`src/hdl/pot_pkg.sv`:
```
// Package for the page ownership tracker: status, mode and register codes,
// sequencer states and the flag group passed to the ownership rule unit.
// No dependencies.
package pot_pkg;

  // Widths fixed by the interface
  localparam int CFG_W      = 52;
  localparam int CFG_IDX_W  = 3;
  localparam int PFN_W      = 52;
  localparam int COUNT_W    = 13;
  localparam int ID_W       = 16;

  // Configuration register indexes
  localparam logic [CFG_IDX_W-1:0] REG_BASE_PAGE     = 3'd0;
  localparam logic [CFG_IDX_W-1:0] REG_WINDOW_PAGES  = 3'd1;
  localparam logic [CFG_IDX_W-1:0] REG_RESERVED_OWN  = 3'd2;
  localparam logic [CFG_IDX_W-1:0] REG_DMA_OWN       = 3'd3;
  localparam logic [CFG_IDX_W-1:0] REG_MONITOR_OWN   = 3'd4;

  // Result status codes
  typedef enum logic [2:0] {
    ST_OK         = 3'd0,
    ST_NO_TRACKER = 3'd1,
    ST_REJECT     = 3'd2,
    ST_INVALID    = 3'd3,
    ST_NOT_FOUND  = 3'd4
  } status_t;

  // Request modes
  typedef enum logic [1:0] {
    MODE_QUERY = 2'd0,
    MODE_SET   = 2'd1,
    MODE_UNSET = 2'd2
  } mode_t;

  // Sequencer states
  typedef enum logic [2:0] {
    S_CLEAR,
    S_IDLE,
    S_CHECK,
    S_QUERY,
    S_WALK
  } state_t;

  // Flag arguments of a set or unset item, handed to the rule unit
  typedef struct packed {
    logic unset;
    logic guest_given;
    logic guest_val;
    logic dma_given;
    logic dma_val;
  } rule_req_t;

endpackage

```
`src/hdl/pot_rule.sv`:
```
// Ownership rule unit: applies the set or unset rules to one page record.
// Depends on pot_pkg.
module pot_rule import pot_pkg::*; #(
  parameter int OWNER_BITS = 16
) (
  input  logic [OWNER_BITS+1:0] cur_rec,
  input  logic [OWNER_BITS-1:0] who,
  input  logic [OWNER_BITS-1:0] res_own,
  input  logic [OWNER_BITS-1:0] dma_own,
  input  logic [OWNER_BITS-1:0] mon_own,
  input  rule_req_t             req,
  output logic [OWNER_BITS+1:0] new_rec,
  output status_t               status
);

  // Record layout: dma flag, guest flag, owner
  logic [OWNER_BITS-1:0] cur;
  logic                  cur_g;
  logic                  cur_d;
  logic [OWNER_BITS-1:0] nxt_own;
  logic                  nxt_g;
  logic                  nxt_d;

  assign cur   = cur_rec[OWNER_BITS-1:0];
  assign cur_g = cur_rec[OWNER_BITS];
  assign cur_d = cur_rec[OWNER_BITS+1];
  assign new_rec = {nxt_d, nxt_g, nxt_own};

  // Rule evaluation; the reserved rule takes priority over the DMA rule,
  // which takes priority over the monitor rule.
  always_comb begin
    nxt_own = cur;
    nxt_g   = cur_g;
    nxt_d   = cur_d;
    status  = ST_OK;
    if (!req.unset) begin
      if (who == res_own) begin
        if (cur != res_own) begin
          status = ST_REJECT;
        end else if (!(req.dma_given && req.dma_val)) begin
          status = ST_INVALID;
        end else begin
          nxt_d = 1'b1;
        end
      end else if (who == dma_own) begin
        if (cur != who) begin
          if (cur != res_own) begin
            status = ST_REJECT;
          end else begin
            nxt_own = who;
          end
        end
      end else if (who == mon_own) begin
        if (cur != res_own && cur != who) begin
          status = ST_REJECT;
        end else begin
          nxt_own = who;
        end
      end else if (who == cur) begin
        nxt_g = 1'b1;
      end else if (cur == res_own) begin
        if (!(req.guest_given && req.guest_val)) begin
          status = ST_INVALID;
        end else begin
          nxt_own = who;
          nxt_g   = 1'b1;
        end
      end else begin
        status = ST_REJECT;
      end
    end else begin
      if (who == res_own) begin
        if (cur != res_own) begin
          status = ST_REJECT;
        end else if (!(req.dma_given && !req.dma_val)) begin
          status = ST_INVALID;
        end else begin
          nxt_d = 1'b0;
        end
      end else if (who == dma_own || who == mon_own) begin
        if (cur != who) begin
          status = ST_REJECT;
        end else begin
          nxt_own = res_own;
          nxt_g   = 1'b0;
          nxt_d   = 1'b0;
        end
      end else if (who == cur && req.guest_given && !req.guest_val) begin
        nxt_own = res_own;
        nxt_g   = 1'b0;
      end else if (cur == res_own) begin
        if (!(req.guest_given && !req.guest_val)) begin
          status = ST_INVALID;
        end else begin
          nxt_g = 1'b0;
        end
      end else begin
        status = ST_REJECT;
      end
    end
  end

endmodule

```
`config.mk`:
```
export PLATFORM = sky130hd
export DESIGN_NAME = pot_rule
export DESIGN_NICKNAME = d
export VERILOG_FILES = /design/src/hdl/pot_pkg.sv /design/src/hdl/pot_rule.sv
export SDC_FILE = /design/constraint.sdc
export NUM_CORES = 1
export LEC_CHECK = 0
export BUFFER_PORTS_ARGS = -buffer_cell sky130_fd_sc_hd__buf_4
export CAP_MARGIN = 20
export CORE_ASPECT_RATIO = 1.2
export CORE_MARGIN = 2
export CORE_UTILIZATION = 48
export DETAILED_ROUTE_END_ITERATION = 12
export PLACE_DENSITY = 0.95
export SLEW_MARGIN = 0
export SYNTH_ARGS = -nofsm -noshare
export SYNTH_HDL_FRONTEND = slang
export SYNTH_SLANG_ARGS = --single-unit
```
`constraint.sdc`:
```
create_clock -name vclk -period 5.5
set_input_delay 1.1 -clock vclk [all_inputs]
set_output_delay 1.1 -clock vclk [all_outputs]
set_load 0.02 [all_outputs]
```
======== Yosys cells after proc, flatten, opt, wreduce, memory -nomap -nowiden ========
Index checks and enable logic that the tools add are counted.
operators by class
  divide/modulo/power cells ............... 0
  magnitude comparators ................... 0
  equal/unequal tests ..................... 7
  multiply operators ...................... 0
  add/sub/neg operators ................... 0
  bitwise operators ....................... 0
  muxes and demuxes ....................... 56
  reductions and logical operators ........ 10
  shifts and indexed selects .............. 0
operators by type and width
  operator             count
  $mux W16             14
  $eq A16 B16 Y1       5
  $ne A16 B16 Y1       2
  $mux W3              10
  $mux W1              22
  $mux W2              10
  $logic_and A1 B1 Y1  7
  $logic_not A1 Y1     2
  $logic_or A1 B1 Y1   1
storage, ports and cells
  latch bits .............................. 0
  output and inout port bits .............. 21
  bits in registers ....................... 0
  memories ................................ 0
  bits in writable memories ............... 0
  ROM bits ................................ 0

======== Depth between registers and ports, before layout ========
Gate-level depths: netlist (run 1).
  depth after elaboration ................. 8
  mapped depth ............................ 9
  depth with buffers taken out ............ 7

======== Worst setup path before layout (run 1) ========
No wires, ideal clock.
  kind .................................... input to output
  start point ............................. in who[6]
  end point ............................... out new_rec[10]
  required time ........................... 4.400 ns
  slack ................................... 1.311 ns
  buffers on the path ..................... 2
  arrival ................................. 3.089 ns
  cell stages on the path ................. 8
  path through ............................ clkbuf_1 > xnor2_1 > nand4_1 > nor4_4 > mux2i_1 > o32a_4 > buf_6 > a221o_1
on the way
  word-level cells in the longest chain between the ends .. 7
RTL lines
  what                                              RTL line                        source
  start: declaration                                pot_rule.sv:7                   input logic [OWNER_BITS-1:0] who,
  $ne A16 B16 Y1 or $eq A16 B16 Y1 (tied branches)  n/a
  $logic_and A1 B1 Y1 (on tied branches)            pot_rule.sv:54, pot_rule.sv:88
  $mux W16 or $logic_and A1 B1 Y1 (tied branches)   pot_rule.sv:54, pot_rule.sv:88
  $mux W16 (on tied branches)                       pot_rule.sv:53, pot_rule.sv:88
  $mux W16 (on tied branches)                       pot_rule.sv:45, pot_rule.sv:80
  $mux W16 (on tied branches)                       pot_rule.sv:37, pot_rule.sv:72
  $mux W16 (*)                                      pot_rule.sv:36                  if (!req.unset) begin
  end: declaration                                  pot_rule.sv:12                  output logic [OWNER_BITS+1:0] new_rec,
Every way passes the cells marked *; elsewhere a longest branch is shown, timed or not.

======== Final worst setup path (run 1) ========
  start point ............................. in who[12]
  end point ............................... out new_rec[8]
The elaborated chain is that of the path after synthesis.

==> impl_results.md, run 1 <==
* Fmax at 208 MHz
* Mux contribution to synthesized area at 0.0128
* Die footprint at between 0.003 and 0.004 mm²
* RSZ-0062 raised after global routing: false
* CP top delay family: simple AND/OR/NAND/NOR gates
* Buffers and inverters on the worst path at 2
* Layout clock buffers at 0
* Setup TNS at 0 ps
* Crit share post-route at 0.873
* Met2 WL post-DR at approximately 2800 µm
* Least-Margin Pin Slew at ~1100 ps
* Sequential cell area at 0 µm²
* Relative slew slack at 0.262
* Gr usage total at 0.276
* Maximum VDD drop at just over 0.06 mV
* GP Congestion at between 0.8 and 0.9
* DP Worst Slack at 756 ps
* Commonest non-fill, non-tap cell in the layout: buf_4
* Outcome: finished, final reports clean
* Leak Pwr at around 0.001 µW
* Pins Over Slew Limit at 0
* Total power at 170 µW
* Worst min path class: input pin to output port
* Synth Area in XOR/XNOR at 0.458
* Synthesis Warnings at 0
* Row count at 22
* Placed Area at between 0.002 and 0.0025 mm²
* Post-DP HPWL at 4500 µm
* Post-CTS Resized at 0
* Average wire per standard cell at ~16 µm
* Main combinational cell family by area after synthesis: XOR/XNOR gates
* Critical path arrival at 3700 ps
* Largest net degree at the start of global routing at 17
* Fin area at approximately 0.0023 mm²
* CP Class: input pin to output port
* Final Setup Violations at 0
* Max-Cap Viols at 0
* ANT nets after route at 0
* Chip width at between 50 and 60 µm
* Num ports at 108
* Final net count at 380
* Pwr/cell area at between 70 and 80 mW/mm²
* Crit path max fanout at 16
* Port buffer count at 107
* First-pass GRT wire length at ~8500 µm
* Seq cells at 0
* Seq/Total Area, Yosys at 0
* Drt total wl at around 5300 µm
* Post-CTS Repair Setup Buffers at 0
* DRC at 0
* Adder-Cell Fraction of Synth Area at 0
* Core area at roughly 0.003 mm²
* Final Hold Fails at 0
* Starting Density at 0.509
* Slowest cell on crit path: nor3_2
* GRT overflow at 0
* WL met3 at between 300 and 400 µm
* Critical path capture point type: output port
* Worst Setup Start Kind: input pin
* Netlist Area Pre-Place at about 0.0016 mm²
* Hold buffer count at cts at 0
* TritonRoute pass-1 iters at 4
* Post-synth cell types at 34
* Required time of the critical path at between 4000 and 5000 ps
* CP Cell Sequence: buf_4, xor2_1, nor4_1, nand4_1, a21oi_1, nor2_1, nor3_2, a221o_1, buf_4
* DRT met1 WL at roughly 1900 µm
* Vias in the first global route at 1,955
* Most frequent cells in the layout: buf_4 (109), xnor2_1 (48), xor2_1 (34), and2_1 (17), a221o_1 (16)
* Area delta synth->final at 46.3%
* Tmin final at between 4000 and 5000 ps
* Via density at around 5.8
* Top cell by count, worst path: buf_4
* Top Layer Used: met4
* Share of layout cells above drive strength 1 at 0.395
* Initial antenna violation count at 0
* Setup ws final at roughly 700 ps
* Die H at 66.6 µm
* DR vias at ~1,900
* Post-synthesis simple-gate area fraction at 0.267
* Gate Count Post-Synth at 205
* Worst hold slack at about 2500 ps
* Post-synthesis compound-gate area fraction at 0.164
* 1st-iter DRT viols at 60
* Synth Area per Inst at ~7.6 µm²
* Slowest stage delay, CP at 890 ps
* ANT cells at 0
* Mapped Nets at 292
-- cell type report --
class	count	area, µm²
Fill cell	249	790
Tap cell	36	45.0
Multi-Input combinational cell	179	1420
Timing Repair Buffer	109	818
Inverter	3	11.3
-- report_power, final --
group	switching [µW]	total (µW)	internal [µW]	leakage (µW)
registers	0	0	0	0
clock network	0	0	0	0
logic	78.2	170	92.0	0.00100
total	78.2	170	92.0	0.00100
-- per-layer routing --
metal / up-vias / track usage
met4: 0 / 0.146
met2: 113 / 0.528
met3: 27 / 0.0485
met5: - / 0
li1: 891 / -
met1: 866 / 0.285
-- path summary, 6_finish.rpt --
check | from | endpoint | slack [ps] | cells after the start
setup / recovery | who[12] | new_rec[8] | 700 | 9
hold / removal | cur_rec[16] | new_rec[16] | 2540 | 4
-- per-stage QoR --
| stage | utilization | cells |
|---|---|---|
| 2_1_floorplan | - | 205 |
| 3_3_place_gp | 0.744 | 327 |
| 3_5_place_dp | 0.744 | 327 |
| 4_1_cts | 0.744 | 327 |
| 5_1_grt | 0.744 | 327 |
| 6_report | 0.744 | 327 |
-- cells in the mapped netlist --
cell type  number  share of area
a21boi_0        1         0.0048
a21oi_1         4          0.013
a221o_1        16           0.10
a22oi_1         1         0.0048
a31oi_1         2         0.0080
and2_1         17          0.068
and3_1          2         0.0080
buf_2           5          0.016
buf_4           4          0.019
buf_6           4          0.029
clkbuf_1       10          0.024
conb_1          1         0.0024
inv_1           3         0.0072
mux2i_1         2          0.013
nand2_1         5          0.012
nand2b_1        1         0.0040
nand3_1         2         0.0064
nand3b_1        1         0.0048
nand4_1        14          0.056
nor2_1          6          0.014
nor3_1          2         0.0064
nor3_2          1         0.0064
nor3b_1         1         0.0048
nor4_1          8          0.032
nor4_2          1         0.0080
nor4_4          2          0.027
o211a_1         1         0.0064
o21ai_0         2         0.0064
o21bai_1        1         0.0048
o32a_4          1          0.014
or2_2           1         0.0040
or3b_1          1         0.0056
xnor2_1        48           0.27
xor2_1         34           0.19
-- logic make-up after synthesis --
logic type,count (synthesis)
multiplexers,2
XOR/XNOR,82
AND/OR/NAND/NOR,65
other,1
buffers and inverters,26
AO/OA/AOI/OAI,29
-- tightest hold or removal path, stage by stage --
cell	delay [ps]
buf_4	80
o21bai_1	60
o21ai_0	60
buf_4	140
(Power assumes the default switching activity.)
==> inputs of run 2 (changes only) <==
--- a/config.mk
+++ b/config.mk
@@ -5,13 +5,14 @@
 export SDC_FILE = /design/constraint.sdc
 export NUM_CORES = 1
 export LEC_CHECK = 0
+export ABC_AREA = 1
 export BUFFER_PORTS_ARGS = -buffer_cell sky130_fd_sc_hd__buf_4
 export CAP_MARGIN = 20
 export CORE_ASPECT_RATIO = 1.2
 export CORE_MARGIN = 2
-export CORE_UTILIZATION = 48
+export CORE_UTILIZATION = 50
 export DETAILED_ROUTE_END_ITERATION = 12
-export PLACE_DENSITY = 0.95
+export PLACE_DENSITY_LB_ADDON = 0.25
 export SLEW_MARGIN = 0
 export SYNTH_ARGS = -nofsm -noshare
 export SYNTH_HDL_FRONTEND = slang
==> run 2 against run 1 <==
Hold slack got worse by 19 ps; design area increased by 76%; synthesized cell count increased to 3.5 times the previous value; sequential share of layout area unchanged; power increased by 54%; via count increased by 140%; maximum frequency increased by 7.9%; setup slack improved by 350 ps; die area increased by 94%; utilization decreased by 11 points; highest routed layer unchanged.
==> impl_results.md, run 2 <==
* Outcome: finished, final reports clean
* 1st-iter DRT viols at 270
* Post-DP HPWL at ~8300 µm
* Synth top area cells: nand2_1 (37%), nand3_1 (10%), inv_1 (9.6%)
* Via density at around 5.2
* Mapped Nets at roughly 810
* Tmin final at roughly 4400 ps
* Crit path max fanout at 18
* Average wire per standard cell at 12.0 µm
* Synth top area share at 0.367
* Commonest non-fill, non-tap cell in the layout: nand2_1
* Chip width at 78.1 µm
* Post-synth cell types at 30
* Met2 usage at 0.527
* Mux contribution to synthesized area at 0
* Critical path capture point type: output port
* Most frequent cell after synthesis: nand2_1
* Worst Setup Start Kind: input pin
* DRC at 0
* GRT overflow at 0
* Worst setup path end: new_rec[11]
* CP Cell Sequence: buf_4, xor2_1, nor2_1, nand2_1, nor2_1, nand2_2, nand2_1, buf_4, nand2_1, o211ai_1, nand3_1, nand2_1, buf_4
* Max-Cap Viols at 0
* Row count at 32
* Required time of the critical path at about 4400 ps
* Layout clock buffers at 0
* CP Class: input pin to output port
* Setup ws final at 1050 ps
* ANT cells at 0
* Initial antenna violation count at 0
* TritonRoute pass-1 iters at 5
* DP Worst Slack at about 1100 ps
* Relative slew slack at 0.576
* Worst hold slack at approximately 2500 ps
* Pwr/cell area at roughly 65 mW/mm²
* Netlist Area Pre-Place at between 0.003 and 0.004 mm²
* Crit share post-route at 0.809
* Num ports at roughly 110
* Least-Margin Pin Slew at ~630 ps
* Port buffer count at around 110
* Final net count at about 890
* Most frequent cells after synthesis: nand2_1 (322), inv_1 (84), nor2_1 (73)
* M3 GR Usage at 0.0127
* Seq cells at 0
* Leak Pwr at roughly 0.0026 µW
* Synth Area per Inst at between 4 and 5 µm²
* Die H at between 90 and 100 µm
* Adder-Cell Fraction of Synth Area at 0
* RSZ-0062 raised after global routing: false
* Slowest cell on crit path: nand2_1
* CP Launch Point: res_own[0]
* Main combinational cell family by area after synthesis: simple AND/OR/NAND/NOR gates
* Fmax at 225 MHz
* Final Setup Violations at 0
* Vias in the first global route at 4,079
* Setup TNS at 0 ps
* Slowest stage delay, CP at 510 ps
* Starting Density at 0.514
* Post-synthesis compound-gate area fraction at 0.0767
* Share of layout cells above drive strength 1 at 0.235
* Sequential cell area at 0 µm²
* Gate Count Post-Synth at about 720
* Most frequent cells in the layout: nand2_1 (322), buf_4 (108), inv_1 (84), nor2_1 (73), nand3_1 (67)
* Top cell by count, worst path: nand2_1
* Die footprint at 0.00725 mm²
* Core area at around 0.0064 mm²
* Critical path arrival at 3350 ps
* Dominant cell type by area after synthesis: nand2_1
* Post-CTS Repair Setup Buffers at 0
* GP Congestion at roughly 0.92
* Maximum VDD drop at 0.0378 mV
* Area delta synth->final at 22.8%
* Post-synthesis simple-gate area fraction at 0.692
* Post-CTS Resized at 0
* Gr usage total at 0.284
* Hold buffer count at cts at 0
* Top Usage Layer GRT: met2
* Pins Over Slew Limit at 0
* Final Hold Fails at 0
* Drt total wl at approximately 11,000 µm
* Seq/Total Area, Yosys at 0
* Synth Area in XOR/XNOR at 0.0319
* ANT nets after route at 0
* Met1 Resource Use GR at 0.353
* DR vias at approximately 4,600
* First-pass GRT wire length at 17,400 µm
* Synthesis Warnings at 0
* Largest net degree at the start of global routing at 35
* Worst min path class: input pin to output port
-- run 2: cell types whose count changed after synthesis, sizes merged, moves of 10 or more --
| cell | previous run | this run |
|---|---|---|
| a221o | 16 | 0 |
| xnor2 | 48 | 5 |
| o211ai | 0 | 15 |
| nor2 | 6 | 82 |
| inv | 3 | 125 |
| nand2 | 5 | 347 |
| nor4 | 11 | 0 |
| nand3 | 2 | 70 |
| xor2 | 34 | 7 |
| o21ai | 2 | 19 |
| and2 | 17 | 2 |
| buf | 13 | 23 |
-- run 2: logic make-up after synthesis --
kind of cell	Yosys count
compound gates	42
xor+xnor	12
simple gates	516
buf+inv	153
other cells	1
-- run 2: worst min-delay path by stage --
stage | start | end | slack [ps] | depth (start not counted)
2_1_floorplan | cur_rec[16] | new_rec[16] | 2410 | 3
3_3_place_gp | cur_rec[16] | new_rec[16] | 2510 | 4
3_5_place_dp | cur_rec[16] | new_rec[16] | 2520 | 4
4_1_cts | cur_rec[16] | new_rec[16] | 2520 | 4
5_1_grt | cur_rec[16] | new_rec[16] | 2550 | 4
6_report | cur_rec[16] | new_rec[16] | 2520 | 4
-- run 2: power by group --
part           internal [µW]  total, µW  switching (µW)
Combinational            109        261             152
Clock                      0          0               0
Sequential                 0          0               0
-- run 2: worst max-delay path: cells and delay by family --
family          cells  cell delay (ps)
simple gates        8             1440
buf+inv             3              580
xor+xnor            1              150
compound gates      1               80
-- run 2: area by class of cell --
class / instances / area (µm²)
fillers: 687 / 2360
inverters: 125 / 469
multi-input cells: 571 / 2640
well taps: 85 / 106
repair buffers: 109 / 826
-- run 2: stage by stage --
stage,instances,power (µW),utilization,instance area [µm²]
after floorplan,724,154,-,3290
after global placement,889,253,0.629,4030
after detailed placement,889,258,0.629,4030
after CTS,889,259,0.629,4030
after global routing,890,293,0.631,4040
final,890,261,0.631,4040
-- run 2: metal layers --
metal	wire (µm)	part of all wire	vias to the layer above
li1	-	-	2348
met1	4430	0.42	2034
met2	5260	0.49	186
met3	675	0.063	28
met4	284	0.027	0
met5	0	0	-
